**config.mk**
```make
export PLATFORM = sky130hd
export DESIGN_NAME = led_arc_position_marker
export DESIGN_NICKNAME = d
export VERILOG_FILES = /design/src/sv/lapm_pkg.sv /design/src/sv/lapm_div.sv /design/src/sv/led_arc_position_marker.sv
export SDC_FILE = /design/constraint.sdc
export NUM_CORES = 1
export LEC_CHECK = 0
export BUFFER_PORTS_ARGS = -buffer_cell sky130_fd_sc_hd__buf_2
export CAP_MARGIN = 0
export CORE_ASPECT_RATIO = 1.4
export CORE_MARGIN = 4
export CORE_UTILIZATION = 55
export CTS_CLUSTER_SIZE = 20
export DETAILED_ROUTE_END_ITERATION = 6
export PLACE_DENSITY = 0.73
export SLEW_MARGIN = 20
export SYNTH_ARGS = -nofsm -noshare
export SYNTH_HDL_FRONTEND = slang
export SYNTH_SLANG_ARGS = --single-unit
```
**constraint.sdc**
```tcl
create_clock -name clk -period 21.9 [get_ports clk]
set_input_delay 5.475 -clock clk [delete_from_list [all_inputs] [get_ports clk]]
set_output_delay 5.475 -clock clk [all_outputs]
set_load 0.02 [all_outputs]
```
**src/sv/lapm_pkg.sv**
```systemverilog
// Shared types, constants and helpers for the LED arc position marker.
package lapm_pkg;

    // Arc geometry
    localparam int MAX_ARC   = 32;
    localparam int STEP_W    = $clog2(MAX_ARC);
    localparam int LEN_W     = STEP_W + 1;

    // Fixed-point widths
    localparam int POS_W     = 18;
    localparam int Q16_W     = 17;
    localparam int FRAC_W    = 16;
    localparam int MUL_B_W   = 9;
    localparam int PROD_W    = Q16_W + MUL_B_W;
    localparam int CENTER_W  = FRAC_W + STEP_W;
    localparam int RGB_W     = 24;
    localparam int CFG_W     = 24;
    localparam int CFG_IDX_W = 3;
    localparam int TIME_W    = 32;
    localparam int BLINK_W   = 16;

    localparam logic [Q16_W-1:0]  ONE_Q16   = Q16_W'(65536);
    localparam logic [PROD_W-1:0] ROUND_Q16 = PROD_W'(32768);

    // Register indexes
    localparam logic [CFG_IDX_W-1:0] REG_ARC_LENGTH  = 3'd0;
    localparam logic [CFG_IDX_W-1:0] REG_PIP_WIDTH   = 3'd1;
    localparam logic [CFG_IDX_W-1:0] REG_SMOOTH_MODE = 3'd2;
    localparam logic [CFG_IDX_W-1:0] REG_TAIL_WEIGHT = 3'd3;
    localparam logic [CFG_IDX_W-1:0] REG_PIP_COLOR   = 3'd4;
    localparam logic [CFG_IDX_W-1:0] REG_BG_COLOR    = 3'd5;
    localparam logic [CFG_IDX_W-1:0] REG_BLINK_HALF  = 3'd6;

    // Smooth-mode taps
    localparam logic [1:0] TAP_NEAR = 2'd0;
    localparam logic [1:0] TAP_FAR  = 2'd1;
    localparam logic [1:0] TAP_TAIL_LO = 2'd2;
    localparam logic [1:0] TAP_TAIL_HI = 2'd3;

    // Pixel multiply phases
    localparam logic [1:0] PH_FIRST  = 2'd0;
    localparam logic [1:0] PH_SECOND = 2'd1;
    localparam logic [1:0] PH_STORE  = 2'd2;

    typedef enum logic [3:0] {
        S_IDLE,
        S_DIV,
        S_FILL,
        S_CENTER,
        S_SPLIT,
        S_TAP,
        S_TAPK,
        S_MUL,
        S_PUSH,
        S_QRUN,
        S_FINISH
    } lapm_state_t;

    // Status of the blink divider
    typedef struct packed {
        logic busy;
        logic done;
        logic odd;
    } lapm_div_stat_t;

    // Pick one 8-bit channel out of a packed colour: 0 blue, 1 green, 2 red
    function automatic logic [7:0] chan_sel(input logic [RGB_W-1:0] rgb, input logic [1:0] ch);
        logic [7:0] res;
        case (ch)
            2'd0:    res = rgb[7:0];
            2'd1:    res = rgb[15:8];
            2'd2:    res = rgb[23:16];
            default: res = 8'd0;
        endcase
        return res;
    endfunction

endpackage

```
**src/sv/lapm_div.sv**
```systemverilog
// Iterative restoring divider that reports the parity of the quotient.
module lapm_div (
    input  logic                           clk,
    input  logic                           rst_n,
    input  logic                           start,
    input  logic [lapm_pkg::TIME_W-1:0]    dividend,
    input  logic [lapm_pkg::BLINK_W-1:0]   divisor,
    output lapm_pkg::lapm_div_stat_t       stat
);
    import lapm_pkg::*;

    localparam int CNT_W = $clog2(TIME_W);

    logic [BLINK_W-1:0] rem_reg, rem_next;
    logic [TIME_W-1:0]  dvd_reg, dvd_next;
    logic [CNT_W-1:0]   cnt_reg, cnt_next;
    logic               busy_reg, busy_next;
    logic               done_reg, done_next;
    logic               odd_reg, odd_next;

    logic [BLINK_W:0]   shifted;
    logic [BLINK_W:0]   diff;
    logic               ge;

    // One quotient bit per cycle, MSB first
    always_comb
    begin
        shifted   = {rem_reg, dvd_reg[TIME_W-1]};
        diff      = shifted - {1'b0, divisor};
        ge        = (shifted >= {1'b0, divisor});
        rem_next  = rem_reg;
        dvd_next  = dvd_reg;
        cnt_next  = cnt_reg;
        busy_next = busy_reg;
        done_next = 1'b0;
        odd_next  = odd_reg;
        if (start)
        begin
            rem_next  = '0;
            dvd_next  = dividend;
            cnt_next  = '0;
            busy_next = 1'b1;
        end
        else if (busy_reg)
        begin
            rem_next = ge ? diff[BLINK_W-1:0] : shifted[BLINK_W-1:0];
            dvd_next = {dvd_reg[TIME_W-2:0], 1'b0};
            cnt_next = cnt_reg + 1'b1;
            if (cnt_reg == CNT_W'(TIME_W - 1))
            begin
                busy_next = 1'b0;
                done_next = 1'b1;
                odd_next  = ge;
            end
        end
    end

    always_ff @(posedge clk or negedge rst_n)
    begin
        if (!rst_n)
        begin
            cnt_reg  <= '0;
            busy_reg <= 1'b0;
            done_reg <= 1'b0;
        end
        else
        begin
            cnt_reg  <= cnt_next;
            busy_reg <= busy_next;
            done_reg <= done_next;
        end
    end

    always_ff @(posedge clk)
    begin
        rem_reg <= rem_next;
        dvd_reg <= dvd_next;
        odd_reg <= odd_next;
    end

    assign stat.busy = busy_reg;
    assign stat.done = done_reg;
    assign stat.odd  = odd_reg;

endmodule

```
**src/sv/led_arc_position_marker.sv**
```systemverilog
// Top level of the LED arc position marker: registers, sequencer, shared multiplier.
//
//  channel | direction | handshake            | payload
//  --------+-----------+----------------------+----------------------------------
//  in      | input     | in_valid / in_stall  | position, time_ms
//  out     | output    | out_valid / out_stall| led_step, red, green, blue, last
//  cfg     | input     | cfg_wen              | cfg_index, cfg_data
//
//  One item at a time. The blink divider runs when blinking is on, then the background
//  fill writes each arc step when a background colour is set, then the centre is found.
//  Smooth mode: a drawn tap over a tint takes six products per pixel on the shared
//  17x9 multiplier; quantised mode writes each marker LED in turn; a finish step ends
//  the item.
//  Reset clears the sequencer and loads register defaults (pip_width 1, others 0).
//  A stalled output holds the output register and one pending item; the sequencer
//  waits on them, so out_stall stretches the item time.
module led_arc_position_marker (
    input  logic                              clk,
    input  logic                              rst_n,
    // config
    input  logic                              cfg_wen,
    input  logic [lapm_pkg::CFG_IDX_W-1:0]    cfg_index,
    input  logic [lapm_pkg::CFG_W-1:0]        cfg_data,
    // input items
    input  logic                              in_valid,
    output logic                              in_stall,
    input  logic signed [lapm_pkg::POS_W-1:0] position,
    input  logic [lapm_pkg::TIME_W-1:0]       time_ms,
    // output items
    output logic                              out_valid,
    input  logic                              out_stall,
    output logic [lapm_pkg::STEP_W-1:0]       led_step,
    output logic [7:0]                        red,
    output logic [7:0]                        green,
    output logic [7:0]                        blue,
    output logic                              last
);
    import lapm_pkg::*;

    // Configuration registers
    logic [5:0]         arc_length_reg;
    logic [5:0]         pip_width_reg;
    logic               smooth_mode_reg;
    logic [8:0]         tail_weight_reg;
    logic [RGB_W-1:0]   pip_color_reg;
    logic [RGB_W-1:0]   bg_color_reg;
    logic [BLINK_W-1:0] blink_half_reg;

    // Sequencer and datapath
    lapm_state_t         state_reg, state_next;
    logic [Q16_W-1:0]    v_reg, v_next;
    logic [LEN_W-1:0]    len_reg, len_next;
    logic [PROD_W-1:0]   acc_reg, acc_next;
    logic [CENTER_W-1:0] center_reg, center_next;
    logic [1:0]          tap_reg, tap_next;
    logic [Q16_W-1:0]    k_reg, k_next;
    logic [1:0]          ch_reg, ch_next;
    logic [1:0]          ph_reg, ph_next;
    logic [RGB_W-1:0]    rgb_reg, rgb_next;
    logic [STEP_W-1:0]   step_reg, step_next;
    logic [STEP_W-1:0]   run_last_reg, run_last_next;
    logic [STEP_W-1:0]   pix_step_reg, pix_step_next;

    // Pending item and output register
    logic                pend_valid_reg, pend_valid_next;
    logic [STEP_W-1:0]   pend_step_reg, pend_step_next;
    logic [RGB_W-1:0]    pend_rgb_reg, pend_rgb_next;
    logic                out_valid_reg, out_valid_next;
    logic [STEP_W-1:0]   out_step_reg, out_step_next;
    logic [RGB_W-1:0]    out_rgb_reg, out_rgb_next;
    logic                out_last_reg, out_last_next;

    // Control
    logic                accept;
    logic                out_free;
    logic                can_push;
    logic                push;
    logic                flush;
    logic [STEP_W-1:0]   cand_step;
    logic [RGB_W-1:0]    cand_rgb;
    logic                div_start;
    lapm_div_stat_t      div_stat;

    // Shared multiplier
    logic [Q16_W-1:0]    mul_a;
    logic [MUL_B_W-1:0]  mul_b;
    logic [PROD_W-1:0]   prod;

    // Derived values
    logic [LEN_W-1:0]          len_clamped;
    logic [Q16_W-1:0]          v_sat;
    logic [Q16_W-1:0]          frac_ext;
    logic [Q16_W-1:0]          near;
    logic [STEP_W-1:0]         ci;
    logic signed [STEP_W+1:0]  tap_step;
    logic                      tap_in_arc;
    logic [PROD_W-9:0]         tail_k;
    logic [Q16_W-1:0]          tap_k;
    logic                      tap_ok;
    logic                      taps_done;
    logic                      bg_on;
    logic                      smooth_sel;
    logic [PROD_W-1:0]         rounded;
    logic [CENTER_W:0]         cs_sum;
    logic [LEN_W-1:0]          cs_raw;
    logic [STEP_W-1:0]         cs;
    logic signed [7:0]         run_first;
    logic signed [7:0]         run_end;
    logic signed [7:0]         run_first_c;
    logic signed [7:0]         run_end_c;
    logic signed [7:0]         len_s;
    logic                      run_empty;

    lapm_div u_div (
        .clk      (clk),
        .rst_n    (rst_n),
        .start    (div_start),
        .dividend (time_ms),
        .divisor  (blink_half_reg),
        .stat     (div_stat)
    );

    assign prod = {{MUL_B_W{1'b0}}, mul_a} * {{Q16_W{1'b0}}, mul_b};

    // Config writes
    always_ff @(posedge clk or negedge rst_n)
    begin
        if (!rst_n)
        begin
            arc_length_reg  <= '0;
            pip_width_reg   <= 6'd1;
            smooth_mode_reg <= 1'b0;
            tail_weight_reg <= '0;
            pip_color_reg   <= '0;
            bg_color_reg    <= '0;
            blink_half_reg  <= '0;
        end
        else if (cfg_wen)
        begin
            case (cfg_index)
                REG_ARC_LENGTH:  arc_length_reg  <= cfg_data[5:0];
                REG_PIP_WIDTH:   pip_width_reg   <= cfg_data[5:0];
                REG_SMOOTH_MODE: smooth_mode_reg <= cfg_data[0];
                REG_TAIL_WEIGHT: tail_weight_reg <= cfg_data[8:0];
                REG_PIP_COLOR:   pip_color_reg   <= cfg_data[RGB_W-1:0];
                REG_BG_COLOR:    bg_color_reg    <= cfg_data[RGB_W-1:0];
                REG_BLINK_HALF:  blink_half_reg  <= cfg_data[BLINK_W-1:0];
                default:         ;
            endcase
        end
    end

    // Handshake helpers and derived values
    always_comb
    begin
        accept   = in_valid && (state_reg == S_IDLE);
        out_free = !out_valid_reg || !out_stall;
        can_push = !pend_valid_reg || out_free;
        bg_on    = (bg_color_reg != '0);
        smooth_sel = smooth_mode_reg && (pip_width_reg <= 6'd1);

        len_clamped = (arc_length_reg > 6'(MAX_ARC)) ? LEN_W'(MAX_ARC) : LEN_W'(arc_length_reg);

        // saturate position to 0..1.0
        if (position < 0)
            v_sat = '0;
        else if (position > $signed(POS_W'(65536)))
            v_sat = ONE_Q16;
        else
            v_sat = position[Q16_W-1:0];

        // smooth taps
        ci       = center_reg[CENTER_W-1:FRAC_W];
        frac_ext = {1'b0, center_reg[FRAC_W-1:0]};
        near     = ONE_Q16 - frac_ext;
        case (tap_reg)
            TAP_NEAR:    tap_step = $signed({2'b00, ci});
            TAP_FAR:     tap_step = $signed({2'b00, ci}) + 7'sd1;
            TAP_TAIL_LO: tap_step = $signed({2'b00, ci}) - 7'sd1;
            TAP_TAIL_HI: tap_step = $signed({2'b00, ci}) + 7'sd2;
            default:     tap_step = '0;
        endcase
        tap_in_arc = (tap_step >= 0) && (tap_step < $signed({1'b0, len_reg}));
        tail_k     = acc_reg[PROD_W-1:8];
        case (tap_reg)
            TAP_NEAR: tap_k = near;
            TAP_FAR:  tap_k = frac_ext;
            default:  tap_k = (tail_k > {1'b0, ONE_Q16}) ? ONE_Q16 : tail_k[Q16_W-1:0];
        endcase
        tap_ok    = tap_in_arc && (tap_k != '0);
        taps_done = (tap_reg == TAP_TAIL_HI) || ((tap_reg == TAP_FAR) && (tail_weight_reg == '0));

        // rounding of an accumulated channel
        rounded = acc_reg + ROUND_Q16;

        // quantised run from the centre product
        cs_sum = {1'b0, acc_reg[CENTER_W-1:0]} + (CENTER_W+1)'(32768);
        cs_raw = cs_sum[CENTER_W:FRAC_W];
        cs     = (cs_raw >= len_reg) ? STEP_W'(len_reg - 1'b1) : cs_raw[STEP_W-1:0];
        len_s  = $signed({2'b00, len_reg});
        run_first   = $signed({3'b000, cs}) - $signed({3'b000, pip_width_reg[5:1]});
        run_end     = run_first + $signed({2'b00, pip_width_reg}) - 8'sd1;
        run_first_c = (run_first < 0) ? 8'sd0 : run_first;
        run_end_c   = (run_end >= len_s) ? (len_s - 8'sd1) : run_end;
        run_empty   = (run_end < 0) || (run_end_c < run_first_c);
    end

    // Next state
    always_comb
    begin
        state_next = state_reg;
        case (state_reg)
            S_IDLE:
            begin
                if (accept && (len_clamped != '0))
                    state_next = (blink_half_reg != '0) ? S_DIV : S_FILL;
            end
            S_DIV:
            begin
                if (div_stat.done)
                    state_next = div_stat.odd ? S_IDLE : S_FILL;
            end
            S_FILL:
            begin
                if (!bg_on)
                    state_next = S_CENTER;
                else if (can_push && (step_reg == STEP_W'(len_reg - 1'b1)))
                    state_next = S_CENTER;
            end
            S_CENTER: state_next = S_SPLIT;
            S_SPLIT:
            begin
                if (smooth_sel)
                    state_next = S_TAP;
                else
                    state_next = run_empty ? S_FINISH : S_QRUN;
            end
            S_TAP: state_next = S_TAPK;
            S_TAPK:
            begin
                if (tap_ok)
                    state_next = S_MUL;
                else
                    state_next = taps_done ? S_FINISH : S_TAP;
            end
            S_MUL:
            begin
                if ((ph_reg == PH_STORE) && (ch_reg == 2'd2))
                    state_next = S_PUSH;
            end
            S_PUSH:
            begin
                if (can_push)
                    state_next = taps_done ? S_FINISH : S_TAP;
            end
            S_QRUN:
            begin
                if (can_push && (step_reg == run_last_reg))
                    state_next = S_FINISH;
            end
            S_FINISH:
            begin
                if (!pend_valid_reg || out_free)
                    state_next = S_IDLE;
            end
            default: state_next = S_IDLE;
        endcase
    end

    // Sequencer outputs: pushes, flush, multiplier operands, divider start
    always_comb
    begin
        push      = 1'b0;
        flush     = 1'b0;
        cand_step = step_reg;
        cand_rgb  = bg_color_reg;
        mul_a     = '0;
        mul_b     = '0;
        div_start = accept && (len_clamped != '0) && (blink_half_reg != '0);
        case (state_reg)
            S_FILL:
            begin
                push = bg_on && can_push;
            end
            S_CENTER:
            begin
                mul_a = v_reg;
                mul_b = MUL_B_W'(len_reg - 1'b1);
            end
            S_TAP:
            begin
                mul_a = (tap_reg == TAP_TAIL_LO) ? near : frac_ext;
                mul_b = tail_weight_reg;
            end
            S_MUL:
            begin
                if ((ph_reg == PH_FIRST) && bg_on)
                begin
                    mul_a = ONE_Q16 - k_reg;
                    mul_b = {1'b0, chan_sel(bg_color_reg, ch_reg)};
                end
                else
                begin
                    mul_a = k_reg;
                    mul_b = {1'b0, chan_sel(pip_color_reg, ch_reg)};
                end
            end
            S_PUSH:
            begin
                push      = can_push;
                cand_step = pix_step_reg;
                cand_rgb  = rgb_reg;
            end
            S_QRUN:
            begin
                push     = can_push;
                cand_rgb = pip_color_reg;
            end
            S_FINISH:
            begin
                flush = pend_valid_reg && out_free;
            end
            default: ;
        endcase
    end

    // Datapath next values
    always_comb
    begin
        v_next        = v_reg;
        len_next      = len_reg;
        acc_next      = acc_reg;
        center_next   = center_reg;
        tap_next      = tap_reg;
        k_next        = k_reg;
        ch_next       = ch_reg;
        ph_next       = ph_reg;
        rgb_next      = rgb_reg;
        step_next     = step_reg;
        run_last_next = run_last_reg;
        pix_step_next = pix_step_reg;
        case (state_reg)
            S_IDLE:
            begin
                if (accept)
                begin
                    v_next    = v_sat;
                    len_next  = len_clamped;
                    step_next = '0;
                end
            end
            S_FILL:
            begin
                if (push)
                    step_next = step_reg + 1'b1;
            end
            S_CENTER: acc_next = prod;
            S_SPLIT:
            begin
                center_next   = acc_reg[CENTER_W-1:0];
                tap_next      = TAP_NEAR;
                step_next     = run_first_c[STEP_W-1:0];
                run_last_next = run_end_c[STEP_W-1:0];
            end
            S_TAP: acc_next = prod;
            S_TAPK:
            begin
                k_next        = tap_k;
                pix_step_next = tap_step[STEP_W-1:0];
                ch_next       = '0;
                ph_next       = PH_FIRST;
                if (!tap_ok)
                    tap_next = tap_reg + 1'b1;
            end
            S_MUL:
            begin
                case (ph_reg)
                    PH_FIRST:
                    begin
                        acc_next = prod;
                        ph_next  = bg_on ? PH_SECOND : PH_STORE;
                    end
                    PH_SECOND:
                    begin
                        acc_next = acc_reg + prod;
                        ph_next  = PH_STORE;
                    end
                    default:
                    begin
                        case (ch_reg)
                            2'd0:    rgb_next[7:0]   = rounded[23:16];
                            2'd1:    rgb_next[15:8]  = rounded[23:16];
                            default: rgb_next[23:16] = rounded[23:16];
                        endcase
                        ch_next = ch_reg + 1'b1;
                        ph_next = PH_FIRST;
                    end
                endcase
            end
            S_PUSH:
            begin
                if (push)
                    tap_next = tap_reg + 1'b1;
            end
            S_QRUN:
            begin
                if (push)
                    step_next = step_reg + 1'b1;
            end
            default: ;
        endcase
    end

    // Pending item and output register: one item held back to flag the last one
    always_comb
    begin
        pend_valid_next = pend_valid_reg;
        pend_step_next  = pend_step_reg;
        pend_rgb_next   = pend_rgb_reg;
        out_valid_next  = out_valid_reg && out_stall;
        out_step_next   = out_step_reg;
        out_rgb_next    = out_rgb_reg;
        out_last_next   = out_last_reg;
        if (push)
        begin
            if (pend_valid_reg)
            begin
                out_valid_next = 1'b1;
                out_step_next  = pend_step_reg;
                out_rgb_next   = pend_rgb_reg;
                out_last_next  = 1'b0;
            end
            pend_valid_next = 1'b1;
            pend_step_next  = cand_step;
            pend_rgb_next   = cand_rgb;
        end
        else if (flush)
        begin
            out_valid_next  = 1'b1;
            out_step_next   = pend_step_reg;
            out_rgb_next    = pend_rgb_reg;
            out_last_next   = 1'b1;
            pend_valid_next = 1'b0;
        end
    end

    always_ff @(posedge clk or negedge rst_n)
    begin
        if (!rst_n)
        begin
            state_reg      <= S_IDLE;
            pend_valid_reg <= 1'b0;
            out_valid_reg  <= 1'b0;
        end
        else
        begin
            state_reg      <= state_next;
            pend_valid_reg <= pend_valid_next;
            out_valid_reg  <= out_valid_next;
        end
    end

    always_ff @(posedge clk)
    begin
        v_reg        <= v_next;
        len_reg      <= len_next;
        acc_reg      <= acc_next;
        center_reg   <= center_next;
        tap_reg      <= tap_next;
        k_reg        <= k_next;
        ch_reg       <= ch_next;
        ph_reg       <= ph_next;
        rgb_reg      <= rgb_next;
        step_reg     <= step_next;
        run_last_reg <= run_last_next;
        pix_step_reg <= pix_step_next;
        pend_step_reg <= pend_step_next;
        pend_rgb_reg  <= pend_rgb_next;
        out_step_reg  <= out_step_next;
        out_rgb_reg   <= out_rgb_next;
        out_last_reg  <= out_last_next;
    end

    // Ports
    assign in_stall  = (state_reg != S_IDLE);
    assign out_valid = out_valid_reg;
    assign led_step  = out_step_reg;
    assign red       = out_rgb_reg[23:16];
    assign green     = out_rgb_reg[15:8];
    assign blue      = out_rgb_reg[7:0];
    assign last      = out_last_reg;

    // Checks
    a_idle_no_pend: assert property (@(posedge clk) disable iff (!rst_n)
        (state_reg == S_IDLE) |-> !pend_valid_reg)
        else $error("pending item left over while idle");

    a_div_done_in_div: assert property (@(posedge clk) disable iff (!rst_n)
        div_stat.done |-> (state_reg == S_DIV))
        else $error("divider finished outside the blink check");

    a_blend_needs_bg: assert property (@(posedge clk) disable iff (!rst_n)
        ((state_reg == S_MUL) && (ph_reg == PH_SECOND)) |-> bg_on)
        else $error("blend phase without background colour");

    a_push_flush_excl: assert property (@(posedge clk) disable iff (!rst_n)
        flush |=> !pend_valid_reg)
        else $error("pending item survived the final flush");

endmodule
```
Yosys cells after proc, flatten, opt, wreduce, memory -nomap -nowiden --
Index checks and enable logic that the tools add are counted. W data, S select, Z words.
Storage, ports and cells: register bits 339, input port bits 82, output and inout port bits 32, word-level logic and storage cells 246
Operators by class: add/subtract/negate cells 19, $mul 1, order comparisons 13, equality and inequality tests 40, muxes and demuxes 72, bitwise logic cells 3, reductions and logical operators 62
Operators with widths (count):
- $pmux W26 S2 | 2
- $mux W24 | 3
- $mux W17 | 4
- $mux W32 | 2
- $pmux W17 S3 | 1
- $pmux W24 S2 | 1
- $pmux W8 S3 | 2
- $mux W5 | 9
- $mux W4 | 11
- $pmux W4 S11 | 1
- $pmux W17 S2 | 1
- $pmux W7 S4 | 1
- $pmux W9 S3 | 1
- $add A26 B26 Y26 | 1
- $mul A17 B9 Y26 | 1
- $add A24 B16 Y24 const B | 1
- $mux W8 | 3
- $reduce_bool A24 Y1 | 1
- $add A21 B16 Y22 const B | 1
- $reduce_and A2 Y1 | 11
- $gt A18 B17 Y1 const B | 1
- $gt A18 B18 Y1 const B | 1
- $lt A18 B1 Y1 const B | 1
- $ne A2 B2 Y1 const B | 9
- other kinds (61) | 140

Logic depth before layout (Yosys ltp) --
Gate-level depths: netlist of the first run.
depth in word-level cells 13, depth in mapped cells 36, mapped depth without buffers 36

Modules after synthesis --
A second synthesis of the first run with hierarchy kept.
Second synthesis, totals: cell total of the unflattened synthesis 2259, area total of the unflattened synthesis 23744.0 um^2
By module, submodules not included:
- led_arc_position_marker | instances 1, cells an instance 1936, area an instance 20329.5 um^2
- lapm_div | instances 1, cells an instance 323, area an instance 3414.5 um^2

Least setup slack after synthesis of the first run --
No wires, ideal clock.
kind register -> register, from register bg_color_reg[5], to register acc_reg[25], data pin, setup time 0.268 ns, arrival 7.992 ns, data required time 21.632 ns, path slack 13.641 ns, cell stages (with the launch flop) 35, path buffers 1, period minus slack after synthesis 8.259 ns, cell sequence dfrtp_1 > nor4_1 > nand4_1 > o21bai_1 > nor2_1 > a221oi_1 > o22ai_1 > a222oi_1 > clkbuf_1 > nor2_1 > fa_1 > inv_1 > fa_1 > inv_1 > fa_1 > inv_1 > fa_1 > inv_1 > ha_1 > or3_1 > a21o_1 > a31oi_1 > nor2_1 > nor2_1 > xnor2_1 > ha_1 > nand3_1 > nor2_1 > a221o_1 > a22o_1 > o311ai_1 > a21oi_1 > xor2_1 > nand2_1 > xnor3_1
Between the ends: word-level cells in the longest chain between the ends 8, elaborated cells between the ends (all ways) 11, classes of those cells 1 x add/sub; 1 x mul; 7 x mux; 2 x reduce/logical
RTL lines:
- from (decl) | line led_arc_position_marker.sv:46 | logic [RGB_W-1:0] bg_color_reg;
- from (signal assigned) | line led_arc_position_marker.sv:146 | REG_BG_COLOR: bg_color_reg <= cfg_data[RGB_W-1:0];
- $reduce_bool A24 Y1 | line led_arc_position_marker.sv:159 | bg_on = (bg_color_reg != '0);
- $logic_and A1 B1 Y1 | line led_arc_position_marker.sv:297 | if ((ph_reg == PH_FIRST) && bg_on)
- $mux W17 or $mux W8 (tied branches) | line led_arc_position_marker.sv:297
- $pmux W17 S3 or $pmux W9 S3 (tied branches) | line led_arc_position_marker.sv:280 | case (state_reg)
- $mul A17 B9 Y26 * | line led_arc_position_marker.sv:123 | assign prod = {{MUL_B_W{1'b0}}, mul_a} * {{Q16_W{1'b0}}, mul_b};
- $add A26 B26 Y26 | line led_arc_position_marker.sv:385 | acc_next = acc_reg + prod;
- $pmux W26 S2 | line led_arc_position_marker.sv:377 | case (ph_reg)
- $pmux W26 S2 * | line led_arc_position_marker.sv:342 | case (state_reg)
- named net acc_next[25] | line led_arc_position_marker.sv:53 | logic [PROD_W-1:0] acc_reg, acc_next;
- to (signal assigned) | line led_arc_position_marker.sv:467 | acc_reg <= acc_next;
- to (decl) | line led_arc_position_marker.sv:53
The timed path passes the listed nets; every way through them passes the cells marked *. A chain may end at the register's enable or synchronous reset.

Worst setup path in the final report of the first run --
from register state_reg[2], to register acc_reg[25], data pin
Between the ends: word-level cells in the longest chain between the ends 6, elaborated cells between the ends (all ways) 10, classes of those cells 1 x add/sub; 1 x mul; 3 x eq/ne; 4 x mux; 1 x reduce/logical
RTL lines:
- from (decl) | line led_arc_position_marker.sv:50 | lapm_state_t state_reg, state_next;
- from (signal assigned) | line led_arc_position_marker.sv:457 | state_reg <= state_next;
- $eq A4 B3 Y1 or $eq A4 B2 Y1 (tied branches) | line led_arc_position_marker.sv:280, led_arc_position_marker.sv:342
- $pmux W17 S3 or $pmux W9 S3 (tied branches) | line led_arc_position_marker.sv:280
- $mul A17 B9 Y26 | line led_arc_position_marker.sv:123
- $add A26 B26 Y26 | line led_arc_position_marker.sv:385
- $pmux W26 S2 | line led_arc_position_marker.sv:377
- $pmux W26 S2 * | line led_arc_position_marker.sv:342
- named net acc_next[25] | line led_arc_position_marker.sv:53
Marked as above.

==> results.rst, run 1 <==
.. list-table::
   :header-rows: 1

   * - Metric
     - Value
   * - Outcome
     - finished, final reports clean
   * - Internal power contribution
     - 2.162 mW
   * - Routed wirelength normalized by instance count
     - 22.46 µm
   * - CP max FO
     - 22
   * - Diode count
     - 0
   * - Worst-path clk slew
     - 0.07 ns
   * - Combinational group share of total power
     - 0.524
   * - Static Leakage
     - 11.50 nW
   * - Post-Place Cells
     - 2910
   * - Cell type with the highest aggregate area in the netlist
     - sky130_fd_sc_hd__edfxtp_1
   * - Most frequently used flop master after synthesis
     - sky130_fd_sc_hd__edfxtp_1
   * - Share of cell area taken by muxes after synthesis
     - 0.06829
   * - Post-synthesis cell type count
     - 86
   * - Average footprint of a synthesized cell
     - 10.21 µm²
   * - Number of cell rows
     - 89
   * - Switching power as a share of total power
     - 0.4337
   * - Share of the core filled with cells
     - 0.6170
   * - # IOs
     - 114
   * - Upper clock frequency limit
     - 103.4 MHz
   * - Total core area
     - 42200 µm²
   * - Top-area cell type share of the netlist area
     - 0.2857
   * - Number of setup buffers added after CTS
     - 0
   * - CTS tree
     - yes
   * - Total of endpoints with negative setup slack in the final report
     - 0
   * - Effective utilization at floorplan
     - 0.5579
   * - Clock root cell
     - sky130_fd_sc_hd__clkbuf_16
   * - Share of synthesized cell area in full adder, half adder and majority cells
     - 0.1704
   * - Synth-to-Final Area Change
     - 10.60%
   * - Fin Setup TNS
     - 0 ns
   * - Synthesis warning total
     - 0
   * - Number of buffers created by CTS
     - 35
   * - Worst setup skew after layout
     - 0.02595 ns
   * - Endpoint required time on the critical path
     - 22.18 ns
   * - Share of synthesized cell area in and, or, nand and nor gates
     - 0.1429
   * - Detailed Routing Iterations Pass 1
     - 6
   * - Combinational family with the most area after synthesis
     - adder cells
   * - Total via count in the routed design
     - 18300
   * - Overall power consumption
     - 3.818 mW
   * - Net switching power
     - 1.656 mW
   * - Slew at the pin closest to its max-slew limit
     - 1.201 ns
   * - Aggregate global routing overflow
     - 0
   * - Xor/xnor cell area share of the yosys netlist
     - 0.04852
   * - Element type at the critical path end
     - register
   * - Flip-flop count of the largest register after layout
     - 32
   * - Die extent in x
     - 182.9 µm
   * - Final period utilization
     - 0.4415
   * - Global-route wire length before repair
     - 103.1 mm
   * - GRT Overall Usage
     - 0.2854
   * - DRC Markers
     - 0
   * - Storage element area
     - 9527 µm²
   * - Final number of max-transition violations
     - 0
   * - Number of hold violations in the final report
     - 0
   * - Shortest clock period the worst path allows after layout
     - 9.668 ns
   * - Placement Setup Slack
     - 12.38 ns
   * - Number of synthesized register bits
     - 339
   * - Fraction of final layout cells sized beyond drive strength 1
     - 0.1354
   * - # clock sinks
     - 339
   * - Synth top area cells
     - sky130_fd_sc_hd__edfxtp_1 (29%), sky130_fd_sc_hd__dfrtp_1 (10%), sky130_fd_sc_hd__fa_1 (9.4%), sky130_fd_sc_hd__ha_1 (7.6%), sky130_fd_sc_hd__nand2_1 (5.1%)
   * - Clock latency at the later pin of the worst-skew pair
     - 0.54 ns
   * - Post-Synthesis Net Count
     - 2641
   * - Number of flops mapped to enable cells by yosys
     - 224
   * - Residual antenna-violating net count after detailed routing
     - 0
   * - DIE HEIGHT
     - 252.8 µm
   * - Resized Gates After CTS
     - 0
   * - Fraction of the mapped netlist area in compound gates
     - 0.1160
   * - Total Die Area
     - 46230 µm²
   * - Type of the tightest min-delay check
     - reg2reg
   * - Final non-filler cell total
     - 2975
   * - Clock network fraction of total power
     - 0.174
   * - Startpoint class of the critical path
     - register
   * - Max_slew headroom
     - 0.1934
   * - Type of the worst setup path
     - reg2reg
   * - Initial drt markers
     - 1554
   * - Netlist area before placement
     - 23550 µm²
   * - Largest net degree at the start of global routing
     - 76
   * - Vias/cell
     - 6.151
   * - Max stage delay on crit path
     - 0.75 ns
   * - Critical-path cell with the highest stage delay
     - sky130_fd_sc_hd__nor2_1
   * - Setup repair after global routing missed its margin
     - no
   * - Power per cell area
     - 146.6 nW/µm²
   * - Vias in the first global route
     - 18564
   * - Final estimated routing congestion in global placement
     - 1.008
   * - Cell occurring most often along the worst timing path
     - sky130_fd_sc_hd__nor2_1
   * - Final #Nets
     - 2738
   * - Max-cap check violation count
     - 0
   * - Half-perimeter wire length of the detailed placement result
     - 50.60 mm
   * - Setup slack of the critical path after layout
     - 12.23 ns
   * - Combined area of the multi-input logic cells
     - 12900 µm²
   * - Syn Inst Count
     - 2305
   * - Seq pwr share
     - 0.302
   * - Number of levels the H-tree was split into
     - 2
   * - Data arrival time at the worst-slack endpoint
     - 9.95 ns
   * - Final routed wirelength across all metal layers
     - 66.82 mm
   * - Max IR drop VDD
     - 0.1238 mV
   * - Seq/Total Area, Yosys
     - 0.4046
   * - Number of hold buffers added after cts
     - 0
   * - Number of buffers on the longest clock path
     - 3
   * - Antenna violations before repair
     - 0
   * - Total of fill cells in the finished design
     - 3432
   * - Input/output buffers
     - 113
   * - Asr flop ratio synth
     - 0.2920
## layer usage
metal	part of all wire	up-vias	track usage
met5	0	-	0
met2	0.50	750	0.5052
met4	0.074	0	0.1706
met3	0.058	218	0.03319
met1	0.37	9054	0.3320
li1	-	8278	-
## cells by family after synthesis
logic type,after synthesis
mux,149
compound gates,410
xor+xnor,128
buf+inv,305
simple gates,720
fa+ha+maj,254
flops,339
## power groups by stage
stage               Clock (mW)  Sequential, mW  Combinational (mW)
floorplan                    0            1.12                1.43
global placement             0            1.15                1.90
detailed placement           0            1.16                1.97
CTS                      0.672            1.15                1.99
global route             0.695            1.17                2.22
finish                   0.664            1.15                2.00
## area by class of cell
| cell class | count | share of cell area |
|---|---|---|
| Clock buffer | 44 | 0.03729 |
| Tap cell | 546 | 0.02623 |
| Multi-Input combinational cell | 1661 | 0.4952 |
| Sequential cell | 339 | 0.3658 |
| Clock inverter | 20 | 0.01144 |
| Timing Repair Buffer | 148 | 0.03267 |
| Inverter | 217 | 0.03128 |
## cells in the mapped netlist (all sizes together), types with 16 or more instances
| master | number |
|---|---|
| nand3 | 29 |
| o21ai | 112 |
| nand2b | 25 |
| and2 | 31 |
| nor2b | 40 |
| nand2 | 317 |
| fa | 111 |
| dfxtp | 16 |
| nor2 | 141 |
| nor3 | 35 |
| and3 | 16 |
| xnor2 | 62 |
| ha | 143 |
| inv | 215 |
| a21oi | 88 |
| nor4 | 30 |
| edfxtp | 224 |
| xor2 | 65 |
| mux2 | 93 |
| dfrtp | 98 |
| a21o | 35 |
| mux2i | 56 |
| clkbuf | 76 |
| a221oi | 19 |
## final timing paths
kind | to | cells after the start | slack (ns) | from
min | led_step[3] | 0 | 0.42 | pend_step_reg[3]
max in group asynchronous | u_div.cnt_reg[2] | 3 | 15.99 | rst_n
min reg2reg | led_step[3] | 0 | 0.42 | pend_step_reg[3]
max reg2reg | acc_reg[25] | 31 | 12.23 | state_reg[2]
min in group asynchronous | state_reg[1] | 1 | 4.85 | rst_n
max | acc_reg[25] | 31 | 12.23 | state_reg[2]
## worst max-delay path: cells and delay by family, from the launching register on
| family | cells | cell delay, ns |
|---|---|---|
| AO/OA/AOI/OAI | 9 | 2.71 |
| XOR/XNOR | 3 | 0.70 |
| adder cells (fa/ha/maj) | 6 | 2.65 |
| buffers and inverters | 4 | 0.34 |
| flip-flops | 1 | 0.62 |
| AND/OR/NAND/NOR | 9 | 2.40 |
## layout by cell type (no fill, tap or decap), drive strengths merged, types with 44 or more instances in the layout
master  instances
mux2i          56
ha            143
dfrtp          98
edfxtp        224
o21ai         112
a21oi          88
nand2         317
clkbuf         44
nor2          141
fa            111
buf           148
inv           216
mux2           93
xor2           65
xnor2          62
## per-stage QoR
stage | area, µm² | hold WS (ns)
2_1_floorplan | 23550 | 0.4003
3_3_place_gp | 24740 | 0.4016
3_5_place_dp | 24740 | 0.4045
4_1_cts | 26010 | 0.4212
5_1_grt | 26040 | 0.4251
6_report | 26040 | 0.4180
Power figures use the tool's default switching activity.
==> inputs of run 2 (changes only) <==
==> constraint.sdc (replaced) <==
create_clock -name clk -period 9.1 [get_ports clk]
set_input_delay 2.275 -clock clk [delete_from_list [all_inputs] [get_ports clk]]
set_output_delay 2.275 -clock clk [all_outputs]
set_load 0.02 [all_outputs]
==> run 2 against run 1 <==
Compared with the run above:
- core utilization is 0.36 points higher
- clock power grew 120%
- wire length down 1.4%
- sequential share of layout area shrank 0.21 points
- final cell count rose by 1.2%
- critical endpoint unchanged
- largest power group unchanged
==> results.rst, run 2 (synthesized netlist as in run 1, its figures left out) <==
.. list-table::
   :header-rows: 1

   * - Metric
     - Value
   * - Max_slew headroom
     - 0.2397 (+0.04632)
   * - Number of buffers on the longest clock path
     - 3 (unchanged)
   * - Effective utilization at floorplan
     - 0.5579 (unchanged)
   * - Type of the tightest min-delay check
     - reg2reg
   * - Max-cap check violation count
     - 0 (unchanged)
   * - Largest net degree at the start of global routing
     - 76 (unchanged)
   * - Final period utilization
     - 0.9465 (+0.5050)
   * - Number of levels the H-tree was split into
     - 2 (unchanged)
   * - Fin Setup TNS
     - 0 ns (unchanged)
   * - Max IR drop VDD
     - 0.2626 mV (+110%)
   * - Synth-to-Final Area Change
     - 11.25%
   * - Upper clock frequency limit
     - 116.1 MHz (+12%)
   * - Worst-path clk slew
     - 0.07 ns (about the same)
   * - # IOs
     - 114 (unchanged)
   * - Final routed wirelength across all metal layers
     - 65.89 mm (-1.4%)
   * - Final non-filler cell total
     - 3011 (+1.2%)
   * - Total core area
     - 42200 µm² (unchanged)
   * - Static Leakage
     - 11.63 nW (+1.1%)
   * - Family of cells with the greatest summed delay on the critical path
     - compound AO/OA/AOI/OAI gates
   * - Critical-path cell with the highest stage delay
     - sky130_fd_sc_hd__fa_1
   * - Setup slack of the critical path after layout
     - 0.4872 ns (-11.74 ns)
   * - Shortest clock period the worst path allows after layout
     - 8.613 ns (-1.056 ns)
   * - Clock root cell
     - sky130_fd_sc_hd__clkbuf_16
   * - Placement Setup Slack
     - 0.3174 ns (-12.06 ns)
   * - Clock latency at the later pin of the worst-skew pair
     - 0.54 ns (about the same)
   * - Number of cell rows
     - 89 (unchanged)
   * - # clock sinks
     - 339 (unchanged)
   * - Cell area after layout
     - 26190 µm² (+0.59%)
   * - Residual antenna-violating net count after detailed routing
     - 0 (unchanged)
   * - DRC Markers
     - 0 (unchanged)
   * - Fraction of final layout cells sized beyond drive strength 1
     - 0.1518 (+0.01634)
   * - Most common library cell in the layout ignoring fill and taps
     - sky130_fd_sc_hd__nand2_1
   * - Input/output buffers
     - 113 (unchanged)
   * - Data arrival time at the worst-slack endpoint
     - 8.89 ns (-1.06 ns)
   * - Hold Crit Depth
     - 0 (unchanged)
   * - Detailed Routing Iterations Pass 1
     - 7 (+1)
   * - DIE HEIGHT
     - 252.8 µm (unchanged)
   * - CP max FO
     - 12 (-45%)
   * - GRT Overall Usage
     - 0.2822 (-0.003180)
   * - Combined buffer and inverter count along the critical path
     - 3 (-1)
   * - Flip-flop count of the largest register after layout
     - 32 (unchanged)
   * - CTS tree
     - yes
   * - Element type at the critical path end
     - register
   * - Number of hold buffers added after cts
     - 0 (unchanged)
   * - Total of endpoints with negative setup slack in the final report
     - 0 (unchanged)
   * - Worst setup skew after layout
     - 0.03198 ns (+0.006025 ns)
   * - Final estimated routing congestion in global placement
     - 0.9587 (-4.9%)
   * - Half-perimeter wire length of the detailed placement result
     - 51.04 mm (+0.86%)
   * - Type of the worst setup path
     - reg2reg
   * - Slew at the pin closest to its max-slew limit
     - 1.132 ns (-0.06895 ns)
   * - Final number of max-transition violations
     - 0 (unchanged)
   * - Vias/cell
     - 6.059 (-1.5%)
   * - Startpoint class of the critical path
     - register
   * - Worst Reg-to-Reg Cells
     - 31 (unchanged)
   * - Number of buffers created by CTS
     - 36 (+2.9%)
   * - Die extent in x
     - 182.9 µm (unchanged)
   * - WP depth
     - 31 (unchanged)
   * - Total of fill cells in the finished design
     - 3442 (+0.29%)
   * - Post-Place Cells
     - 2943 (+1.1%)
   * - Aggregate global routing overflow
     - 0 (unchanged)
   * - Power per cell area
     - 346.9 nW/µm² (+140%)
   * - Endpoint required time on the critical path
     - 9.38 ns (-12.80 ns)
   * - Routed wirelength normalized by instance count
     - 21.88 µm (-2.6%)
   * - Initial drt markers
     - 1431 (-7.9%)
   * - Max stage delay on crit path
     - 0.53 ns (-0.22 ns)
   * - Number of hold violations in the final report
     - 0 (unchanged)
   * - Antenna violations before repair
     - 1 (+1)
   * - Top library cells by usage in the layout, fill and taps aside
     - sky130_fd_sc_hd__nand2_1 (317), sky130_fd_sc_hd__edfxtp_1 (224), sky130_fd_sc_hd__inv_1 (211)
   * - Setup repair after global routing missed its margin
     - no
   * - Placement-stage cell area
     - 24990 µm² (+1.0%)
   * - Cell occurring most often along the worst timing path
     - sky130_fd_sc_hd__a21o_1
   * - Final #Nets
     - 2772 (+1.2%)
   * - Global-route wire length before repair
     - 101.8 mm (-1.3%)
   * - Total via count in the routed design
     - 18244 (-0.31%)
   * - Outcome
     - finished, final reports clean
   * - Total Die Area
     - 46230 µm² (unchanged)
   * - Vias in the first global route
     - 18521 (-0.23%)
==> run 2: cell count changes in the layout (fill, tap and decap cells not counted), moves of 3 or more <==
cell | previous run | this run
sky130_fd_sc_hd__buf_4 | 35 | 69
sky130_fd_sc_hd__inv_6 | 1 | 7
sky130_fd_sc_hd__bufinv_16 | 7 | 1
sky130_fd_sc_hd__clkinv_4 | 1 | 4
==> run 2: cell type report <==
cell class | count | area (µm²) | share of cell area
multi-input combinational | 1661 | 12930 | 0.4936
sequential | 339 | 9527 | 0.3637
timing repair buffer | 181 | 1079 | 0.04117
clock buffer | 41 | 960.9 | 0.03668
inverter | 217 | 814.5 | 0.03110
tap | 546 | 683.2 | 0.02608
clock inverter | 25 | 198.9 | 0.007595
antenna | 1 | 2.502 | 0.00009553
==> run 2: final timing paths <==
kind / endpoint / slack (ns) / startpoint
min in group asynchronous: pend_valid_reg / 1.64 / rst_n
max reg2reg: acc_reg[25] / 0.49 / bg_color_reg[10]
max: acc_reg[25] / 0.49 / bg_color_reg[10]
max in group asynchronous: pip_color_reg[7] / 6.13 / rst_n
min reg2reg: out_rgb_reg[1] / 0.42 / pend_rgb_reg[1]
min: out_rgb_reg[1] / 0.42 / pend_rgb_reg[1]
==> run 2: what timing repair did <==
item | 4_1_cts | 5_1_grt
buffers inserted | 0 | 1
resized for setup | 0 | 8
endpoints found under the hold margin | 0 | 0
endpoints found under the setup margin | 0 | 4
==> run 2: metrics by stage <==
step,util,power [mW],hold WS (ns)
CTS,0.6195,9.053,0.4194
floorplan,-,6.129,0.4003
global route,0.6206,9.732,0.4275
finish,0.6206,9.086,0.4185
detailed placement,0.5921,7.568,0.4045
global placement,0.5921,7.400,0.4032
==> run 2: power breakdown <==
part           internal [mW]  switching, mW
logic                   1.91           2.97
registers               2.38          0.366
clock network          0.805          0.649
==> run 2: routing by layer <==
layer | global-route usage | wire length [µm] | up-vias
li1 | - | - | 8356
met1 | 0.3260 | 23770 | 8957
met2 | 0.4979 | 33250 | 728
met3 | 0.03865 | 4195 | 203
met4 | 0.1687 | 4673 | 0
met5 | 0 | 0 | -
